===== src/sv/lfxc_pkg.sv =====
// Shared types and constants for the line checksum checker.
// Used by lfxc_front, lfxc_queue, lfxc_back and the top level.
// No dependencies.
package lfxc_pkg;

    // Line buffer limit and the width of the held byte counter
    localparam int unsigned HELD_W = 8;
    localparam logic [HELD_W-1:0] LINE_LIMIT = 8'd128;
    localparam logic [HELD_W-1:0] LIMIT_LAST = LINE_LIMIT - 8'd1;

    // Characters with special meaning
    localparam logic [7:0] CH_LF   = 8'h0A;
    localparam logic [7:0] CH_CR   = 8'h0D;
    localparam logic [7:0] CH_STAR = 8'h2A;
    localparam logic [7:0] CH_NUL  = 8'h00;

    // What the back end does with one queued entry
    typedef enum logic [1:0] {
        K_BYTE  = 2'd0,   // content byte
        K_EMIT  = 2'd1,   // newline: emit verdict, then clear
        K_CLEAR = 2'd2    // line overflow: clear silently
    } t_kind;

    typedef struct packed {
        t_kind      kind;
        logic [7:0] data;
    } t_item;

    // Queue status seen by front and back
    typedef struct packed {
        logic full;
        logic not_empty;
    } t_q_stat;

endpackage


===== src/sv/lfxc_front.sv =====
// Front end: accepts received bytes, tracks the line length and classifies
// each byte into a queue entry. Depends on lfxc_pkg.
module lfxc_front (
    input  logic              i_clk,
    input  logic              i_rst_n,
    input  logic              i_valid,
    input  logic [7:0]        i_rx_byte,
    input  lfxc_pkg::t_q_stat i_q_stat,
    output logic              o_stall,
    output logic              o_push,
    output lfxc_pkg::t_item   o_item
);
    import lfxc_pkg::*;

    logic [HELD_W-1:0] r_held;
    logic [HELD_W-1:0] n_held;
    logic              accept;
    logic              is_lf;
    logic              is_over;
    logic              is_cr;

    assign o_stall = i_q_stat.full;
    assign accept  = i_valid && !i_q_stat.full;
    assign is_lf   = (i_rx_byte == CH_LF);
    assign is_over = !is_lf && (r_held >= LIMIT_LAST);
    assign is_cr   = !is_lf && !is_over && (i_rx_byte == CH_CR);

    // Classification; carriage returns reach the queue only as overflow clears
    always_comb begin
        o_item.data = i_rx_byte;
        priority if (is_lf) begin
            o_item.kind = K_EMIT;
        end else if (is_over) begin
            o_item.kind = K_CLEAR;
        end else begin
            o_item.kind = K_BYTE;
        end
        o_push = accept && !is_cr;
    end

    // Held byte count
    always_comb begin
        n_held = r_held;
        if (accept) begin
            priority if (is_lf || is_over) begin
                n_held = '0;
            end else if (!is_cr) begin
                n_held = r_held + HELD_W'(1);
            end
        end
    end

    always_ff @(posedge i_clk) begin
        if (!i_rst_n) begin
            r_held <= '0;
        end else begin
            r_held <= n_held;
        end
    end

endmodule


===== src/sv/lfxc_queue.sv =====
// Two-entry queue between the front and back ends.
// Depends on lfxc_pkg.
module lfxc_queue (
    input  logic              i_clk,
    input  logic              i_rst_n,
    input  logic              i_push,
    input  lfxc_pkg::t_item   i_item,
    input  logic              i_pop,
    output lfxc_pkg::t_item   o_head,
    output lfxc_pkg::t_q_stat o_stat
);
    import lfxc_pkg::*;

    t_item      r_slot [2];
    logic       r_wr_ptr;
    logic       r_rd_ptr;
    logic [1:0] r_count;
    logic [1:0] n_count;

    assign o_head           = r_slot[r_rd_ptr];
    assign o_stat.full      = (r_count == 2'd2);
    assign o_stat.not_empty = (r_count != 2'd0);

    always_comb begin
        n_count = r_count;
        if (i_push && !i_pop) begin
            n_count = r_count + 2'd1;
        end else if (i_pop && !i_push) begin
            n_count = r_count - 2'd1;
        end
    end

    // Pointers and count
    always_ff @(posedge i_clk) begin
        if (!i_rst_n) begin
            r_wr_ptr <= 1'b0;
            r_rd_ptr <= 1'b0;
            r_count  <= 2'd0;
        end else begin
            r_count <= n_count;
            if (i_push) begin
                r_wr_ptr <= !r_wr_ptr;
            end
            if (i_pop) begin
                r_rd_ptr <= !r_rd_ptr;
            end
        end
    end

    // Entry storage
    always_ff @(posedge i_clk) begin
        if (i_push) begin
            r_slot[r_wr_ptr] <= i_item;
        end
    end

endmodule


===== src/sv/lfxc_back.sv =====
// Back end: applies queued entries to the line state (XOR sum, marker,
// hex checksum parser) and holds the verdict in an output register.
// Depends on lfxc_pkg.
module lfxc_back (
    input  logic              i_clk,
    input  logic              i_rst_n,
    input  lfxc_pkg::t_item   i_head,
    input  lfxc_pkg::t_q_stat i_q_stat,
    output logic              o_pop,
    input  logic              i_stall,
    output logic              o_valid,
    output logic              o_frame_ok,
    output logic              o_marker_seen,
    output logic [7:0]        o_sum_computed,
    output logic [7:0]        o_sum_given
);
    import lfxc_pkg::*;

    // Hex parser phases
    typedef enum logic [5:0] {
        PH_BLANK  = 6'b000001,
        PH_SIGN   = 6'b000010,
        PH_ZERO   = 6'b000100,
        PH_PREFIX = 6'b001000,
        PH_DIGITS = 6'b010000,
        PH_STOP   = 6'b100000
    } t_phase;

    // Bit 4 set when the byte is not a hex digit
    function automatic logic [4:0] hex_value(input logic [7:0] c);
        logic [4:0] v;
        v = 5'd16;
        if (c >= 8'h30 && c <= 8'h39) begin
            v = {1'b0, c[3:0]};
        end else if ((c >= 8'h61 && c <= 8'h66) || (c >= 8'h41 && c <= 8'h46)) begin
            v = {1'b0, c[3:0] + 4'd9};
        end
        return v;
    endfunction

    logic [7:0] r_xor;
    logic [7:0] n_xor;
    logic       r_marker;
    logic       n_marker;
    logic       r_ended;
    logic       n_ended;
    t_phase     r_phase;
    t_phase     n_phase;
    logic [7:0] r_hex;
    logic [7:0] n_hex;
    logic       r_neg;
    logic       n_neg;
    logic       r_out_valid;
    logic       r_ok;
    logic       r_seen;
    logic [7:0] r_sum_c;
    logic [7:0] r_sum_g;
    logic [7:0] given;
    logic [4:0] dval;
    logic       is_blank;
    logic [7:0] c;

    assign c = i_head.data;

    // Take an entry unless it is a verdict and the output is blocked
    assign o_pop = i_q_stat.not_empty &&
                   (i_head.kind != K_EMIT || !r_out_valid || !i_stall);

    assign given    = r_marker ? (r_neg ? (8'd0 - r_hex) : r_hex) : 8'd0;
    assign dval     = hex_value(c);
    assign is_blank = (c == 8'h20) || (c == 8'h09) || (c == 8'h0B) || (c == 8'h0C);

    // Line state update
    always_comb begin
        n_xor    = r_xor;
        n_marker = r_marker;
        n_ended  = r_ended;
        n_phase  = r_phase;
        n_hex    = r_hex;
        n_neg    = r_neg;
        if (o_pop) begin
            unique case (i_head.kind)
                K_EMIT, K_CLEAR: begin
                    n_xor    = '0;
                    n_marker = 1'b0;
                    n_ended  = 1'b0;
                    n_phase  = PH_BLANK;
                    n_hex    = '0;
                    n_neg    = 1'b0;
                end
                K_BYTE: begin
                    priority if (r_ended) begin
                        n_ended = 1'b1;
                    end else if (c == CH_NUL) begin
                        n_ended = 1'b1;
                    end else if (!r_marker) begin
                        if (c == CH_STAR) begin
                            n_marker = 1'b1;
                        end else begin
                            n_xor = r_xor ^ c;
                        end
                    end else begin
                        // checksum text after the marker
                        unique case (r_phase)
                            PH_BLANK, PH_SIGN: begin
                                priority if (r_phase == PH_BLANK && is_blank) begin
                                    n_phase = PH_BLANK;
                                end else if (r_phase == PH_BLANK && c == 8'h2B) begin
                                    n_phase = PH_SIGN;
                                end else if (r_phase == PH_BLANK && c == 8'h2D) begin
                                    n_neg   = 1'b1;
                                    n_phase = PH_SIGN;
                                end else if (c == 8'h30) begin
                                    n_phase = PH_ZERO;
                                end else if (!dval[4]) begin
                                    n_hex   = {r_hex[3:0], dval[3:0]};
                                    n_phase = PH_DIGITS;
                                end else begin
                                    n_phase = PH_STOP;
                                end
                            end
                            PH_ZERO: begin
                                priority if (c == 8'h78 || c == 8'h58) begin
                                    n_phase = PH_PREFIX;
                                end else if (!dval[4]) begin
                                    n_hex   = {r_hex[3:0], dval[3:0]};
                                    n_phase = PH_DIGITS;
                                end else begin
                                    n_phase = PH_STOP;
                                end
                            end
                            PH_PREFIX, PH_DIGITS: begin
                                if (!dval[4]) begin
                                    n_hex   = {r_hex[3:0], dval[3:0]};
                                    n_phase = PH_DIGITS;
                                end else begin
                                    n_phase = PH_STOP;
                                end
                            end
                            PH_STOP: begin
                                n_phase = PH_STOP;
                            end
                            default: begin
                                n_phase = PH_STOP;
                            end
                        endcase
                    end
                end
                default: begin
                    n_xor = r_xor;
                end
            endcase
        end
    end

    always_ff @(posedge i_clk) begin
        if (!i_rst_n) begin
            r_xor       <= '0;
            r_marker    <= 1'b0;
            r_ended     <= 1'b0;
            r_phase     <= PH_BLANK;
            r_hex       <= '0;
            r_neg       <= 1'b0;
            r_out_valid <= 1'b0;
        end else begin
            r_xor    <= n_xor;
            r_marker <= n_marker;
            r_ended  <= n_ended;
            r_phase  <= n_phase;
            r_hex    <= n_hex;
            r_neg    <= n_neg;
            if (o_pop && i_head.kind == K_EMIT) begin
                r_out_valid <= 1'b1;
            end else if (!i_stall) begin
                r_out_valid <= 1'b0;
            end
        end
    end

    // Verdict register
    always_ff @(posedge i_clk) begin
        if (o_pop && i_head.kind == K_EMIT) begin
            r_ok    <= r_marker && (given == r_xor);
            r_seen  <= r_marker;
            r_sum_c <= r_xor;
            r_sum_g <= given;
        end
    end

    assign o_valid        = r_out_valid;
    assign o_frame_ok     = r_ok;
    assign o_marker_seen  = r_seen;
    assign o_sum_computed = r_sum_c;
    assign o_sum_given    = r_sum_g;

endmodule


===== src/sv/line_frame_xor_checksum_check.sv =====
// Line checksum checker, top level.
// Depends on lfxc_pkg, lfxc_front, lfxc_queue and lfxc_back.
//
// Input channel: one received byte per transaction on i_rx_byte, taken when
// i_valid is high and o_stall is low. Carriage returns are dropped; a line
// that reaches the buffer limit is thrown away.
// Output channel: one verdict per newline (o_frame_ok, o_marker_seen,
// o_sum_computed, o_sum_given), taken when o_valid is high and i_stall low.
// Throughput: one byte per cycle while o_stall is low. The front end classifies a
// byte in the cycle it is taken, a two-entry queue holds it, and the back end
// applies it to the line state once it is popped from the queue head.
// Verdict path: a taken newline enters the queue and is popped into the verdict
// register that drives o_valid; it waits in the queue while that register is blocked.
// Stalls: while i_stall holds the verdict register, non-newline bytes keep
// flowing; a second newline waits in the queue, and o_stall rises once the
// queue is full.
// Reset (synchronous, active low) empties the queue, drops any pending
// verdict and clears the line state; the block accepts bytes right after.
module line_frame_xor_checksum_check (
    input  logic       i_clk,
    input  logic       i_rst_n,
    input  logic       i_valid,
    output logic       o_stall,
    input  logic [7:0] i_rx_byte,
    output logic       o_valid,
    input  logic       i_stall,
    output logic       o_frame_ok,
    output logic       o_marker_seen,
    output logic [7:0] o_sum_computed,
    output logic [7:0] o_sum_given
);
    import lfxc_pkg::*;

    t_q_stat q_stat;
    t_item   push_item;
    t_item   head_item;
    logic    push;
    logic    pop;

    lfxc_front u_front (
        .i_clk     (i_clk),
        .i_rst_n   (i_rst_n),
        .i_valid   (i_valid),
        .i_rx_byte (i_rx_byte),
        .i_q_stat  (q_stat),
        .o_stall   (o_stall),
        .o_push    (push),
        .o_item    (push_item)
    );

    lfxc_queue u_queue (
        .i_clk   (i_clk),
        .i_rst_n (i_rst_n),
        .i_push  (push),
        .i_item  (push_item),
        .i_pop   (pop),
        .o_head  (head_item),
        .o_stat  (q_stat)
    );

    lfxc_back u_back (
        .i_clk          (i_clk),
        .i_rst_n        (i_rst_n),
        .i_head         (head_item),
        .i_q_stat       (q_stat),
        .o_pop          (pop),
        .i_stall        (i_stall),
        .o_valid        (o_valid),
        .o_frame_ok     (o_frame_ok),
        .o_marker_seen  (o_marker_seen),
        .o_sum_computed (o_sum_computed),
        .o_sum_given    (o_sum_given)
    );

endmodule


===== config.mk =====
export PLATFORM = sky130hd
export DESIGN_NAME = line_frame_xor_checksum_check
export DESIGN_NICKNAME = d
export VERILOG_FILES = /design/src/sv/lfxc_pkg.sv /design/src/sv/lfxc_front.sv /design/src/sv/lfxc_queue.sv /design/src/sv/lfxc_back.sv /design/src/sv/line_frame_xor_checksum_check.sv
export SDC_FILE = /design/constraint.sdc
export NUM_CORES = 1
export LEC_CHECK = 0
export BUFFER_PORTS_ARGS = -buffer_cell sky130_fd_sc_hd__buf_2
export CELL_PAD_IN_SITES_DETAIL_PLACEMENT = 0
export CELL_PAD_IN_SITES_GLOBAL_PLACEMENT = 1
export CORE_MARGIN = 4
export CORE_UTILIZATION = 51
export DETAILED_ROUTE_END_ITERATION = 16
export GPL_TIMING_DRIVEN = 0
export MAX_ROUTING_LAYER = met4
export PLACE_DENSITY = 0.86
export SLEW_MARGIN = 40
export SYNTH_ARGS = -nofsm -noshare
export SYNTH_HDL_FRONTEND = slang
export SYNTH_SLANG_ARGS = --single-unit

===== constraint.sdc =====
create_clock -name i_clk -period 4.97 [get_ports i_clk]
set_clock_uncertainty 0.05 [all_clocks]
set_input_delay 0.2485 -clock i_clk [delete_from_list [all_inputs] [get_ports i_clk]]
set_output_delay 0.2485 -clock i_clk [all_outputs]
set_load 0.03 [all_outputs]

==> summary.md <==
| Metric | Value |
|---|---|
| Crit. End Element | `register` |
| Slowest cell on the critical path | `or4_1` |
| Status | `finished clean` |
| Endpoints failing setup | `0` |
| Pins Over Slew Limit | `0` |
| Leakage | `1.64 nW` |
| Fill cells | `671` |
| Post-synthesis register bit count | `77` |
| Path category of the worst min-delay check | `input pin to register` |
| Post-CTS Setup Bufs | `0` |
| Number of synthesized flops with an enable pin | `38` |
| Pre-Repair DR Iteration Count | `4` |
| Critical path depth | `12` |
| Worst-case reg-to-reg path depth | `12` |
| DRC | `0` |
| Initial antenna violation count | `0` |
| Critical R2R Capture | `u_back.r_hex[3]` |
| Clock tree root buffer cell | `clkbuf_8` |
| CP peak stage delay | `550 ps` |
| Most used cell, CP | `buf_6` |
| CTS sink cnt | `77` |
| Yosys warns | `0` |
| Mapped Avg Cell Area | `about 10 sq um` |
| I/O Buffers | `31` |
| Area of the core | `0.00773 sq mm` |
| Commonest cells post-synth | `nor2_1 (50), dfxtp_1 (39), edfxtp_1 (38), nand2_1 (27), xnor2_1 (19)` |
| Req. time, crit path | `5190 ps` |
| Gr ovfl total | `0` |
| Prevailing post-synth register cell | `dfxtp_1` |
| DIE HEIGHT | `96.9 microns` |
| First-pass GRT wire length | `between 10 and 15 mm` |
| Largest net degree at the start of global routing | `19` |
| Top cells by area, synth | `edfxtp_1 (28%), dfxtp_1 (19%), nor2_1 (4.7%)` |
| PwrDens | `roughly 480 mW/mm^2` |
| Rows | `32` |
| Worst vdd ir | `around 0.00023 V` |
| Clk slew on worst S/H paths | `80 ps` |
| Hold_buf cts | `0` |
| CP Launch Type | `register` |
| Via count | `3007` |
| Count leader, synth | `nor2_1` |
| Post-route ant nets | `0` |
| Total Routing Usage GR | `between 10% and 20%` |
| Drt wl/cell | `15.8 microns` |
| Worst-path fanout max | `10` |
| Setup crit end | `u_back.r_hex[3]` |
| Max-cap check violation count | `0` |
| Fin. Hold Viols | `0` |
| Post-route minimum period | `3190 ps` |
| Share of post-route cells with drive strength above 1 | `19.5%` |
| R2R Setup Slk | `1780 ps` |
| Worst slew margin | `a little under half` |
| Tot Pwr | `~2.2 mW` |
| RSZ-0062 raised after global routing | `no` |
| Worst Setup Path Type | `register to register` |
| Fmax | `313 MHz` |
| Vias in the first global route | `2886` |
| Sequential-to-total area share from yosys stat | `between 40% and 50%` |
| Chip Width | `96.9 microns` |
| TritonCTS Buffers | `9` |
| Nets | `approximately 450` |
| CTS tree | `done` |
| Post-CTS resize count | `0` |
| I/O pins | `32` |
| Diode count | `0` |
| DR iter-0 viols | `between 100 and 150` |
| Post-synth net total | `406` |
| Worst Tran Pin Value | `just under 800 ps` |
| Gate Count Post-Synth | `387` |
| Drt via density | `5.60` |
| Final period util | `between 60 and 70%` |
| Worst-path cell chain | `buf_6 > buf_6 > buf_6 > mux2i_2 > inv_1 > ha_1 > mux2i_1 > nor4_1 > nor3_2 > o211ai_4 > or4_1 > o31ai_1` |
| Setup tns final | `0 ps` |
| Asr flop ratio synth | `0%` |
| Final Cell Area | `0.00454 sq mm` |
| Later-pin clock latency in the skew report | `360 ps` |
| Leading area contributor after synthesis | `edfxtp_1` |
| Delay-heaviest family, CP | `simple AND/OR/NAND/NOR gates` |
| Placed Area | `between 0.004 and 0.005 sq mm` |
| Synth cell types | `75` |
| P&R area growth vs syn | `12.6%` |
| Starting Density | `a little over half` |
| Worst Path Buf+Inv | `4` |
| Post-synth top area share | `between 20% and 30%` |
| Synth Cell Area | `0.00403 sq mm` |
| Worst Path Arrival | `3410 ps` |
| CTS Buffer Depth | `2` |
| Final wirelength | `8.51 mm` |
| Number of H-tree levels | `3` |
| Total Die Area | `0.00939 sq mm` |
| GP Congestion | `about 0.96` |
| Hpwl dp | `approximately 6.4 mm` |
[through the flow]
step,hold WS [ps],setup WS [ps],instances,util (%)
2_1_floorplan,272,2240,387,-
3_3_place_gp,398,1820,520,55.8
3_5_place_dp,407,1810,521,56.2
4_1_cts,29.6,1780,537,58.7
5_1_grt,33.3,1590,537,58.8
6_report,42.1,1780,537,58.8
[layer usage]
layer / wire length, microns / global-route usage [%] / part of all wire (%)
met1: 3900 / 24.0 / 46
met2: 4030 / 30.5 / 47
met3: 428 / 3.39 / 5.0
met4: 148 / 7.34 / 1.7
met5: 0 / - / 0
[layout by cell type (no fill, tap or decap), drive strengths merged, types with 2 or more instances in the layout]
master,count
a2111o,2
edfxtp,38
and4,2
a22oi,2
nor2,50
o211ai,8
nor4,11
ha,7
or3,2
xor2,15
nor3b,4
nor2b,3
nor3,11
o32ai,3
a21boi,2
xnor2,19
o21ai,13
o31ai,7
nand3,9
nand3b,3
nor4bb,2
mux2,3
a31o,2
mux2i,12
and3,2
buf,39
clkinv,4
nand2b,5
clkbuf,13
o2111ai,2
dfxtp,39
or2,3
o311ai,2
o21bai,4
nor4b,3
nand2,27
a21oi,19
a41oi,2
inv,19
[final cells by class]
class / count / area (sq um) / share of cell area, %
flip-flops and latches: 77 / 1920 / 42.3
clock buffers: 9 / 124 / 2.73
well taps: 102 / 128 / 2.81
inverters: 18 / 67.6 / 1.49
plain buffers: 11 / 82.6 / 1.82
repair buffers: 32 / 170 / 3.75
multi-input cells: 281 / 1970 / 43.5
clock inverters: 7 / 72.6 / 1.60
[state kept, by name, summed over array words and instances, names as in the netlist, named ones only]
| name | count |
|---|---|
| u_back.r_ended | 1 |
| u_queue.r_count | 2 |
| u_back.o_frame_ok | 1 |
| u_back.r_phase | 6 |
| u_back.o_sum_given | 8 |
| u_back.r_xor | 8 |
| u_back.o_sum_computed | 8 |
| u_queue.r_rd_ptr | 1 |
| u_back.r_hex | 8 |
| u_back.o_marker_seen | 1 |
| u_queue.r_wr_ptr | 1 |
| u_back.r_neg | 1 |
| u_back.o_valid | 1 |
| u_front.r_held | 8 |
| u_back.r_marker | 1 |
| u_queue.r_slot | 20 |
[power breakdown]
| part | leakage (nW) | switching [mW] | internal [mW] | total [mW] |
|---|---|---|---|---|
| Clock | 0.0976 | 0.242 | 0.234 | 0.476 |
| Sequential | 0.674 | 0.0893 | 0.793 | 0.883 |
| Combinational | 0.868 | 0.491 | 0.333 | 0.825 |
| Total | 1.64 | 0.822 | 1.36 | 2.18 |
[logic make-up after synthesis]
group	share of synthesized area (%)
muxes	4.28
xor gates and xnor gates	7.38
buffers and inverters	3.72
and+or+nand+nor	19.4
adders and majority gates	2.17
DFF	47.7
AOI/OAI and AO/OA	15.4
[worst register-to-register path, cell delays in order (launching register included)]
cell      delay (ps)
dfxtp_1          330
buf_6            140
buf_6            170
buf_6            160
mux2i_2          420
inv_1            160
ha_1             290
mux2i_1          230
nor4_1           120
nor3_2           250
o211ai_4         170
or4_1            550
o31ai_1           80
[how the worst min path moves through the flow]
stage                           start  slack (ps)              endpoint  cells past startpoint
floorplan                     i_rst_n         270     u_back.r_phase[0]                      1
global placement    u_front.r_held[6]         400     u_front.r_held[6]                      2
detailed placement       i_rx_byte[4]         410  u_queue.r_slot[0][4]                      1
CTS                      i_rx_byte[4]          30  u_queue.r_slot[1][4]                      1
global route             i_rx_byte[4]          30  u_queue.r_slot[1][4]                      1
finish                   i_rx_byte[4]          40  u_queue.r_slot[1][4]                      1
(Power assumes the default switching activity.)
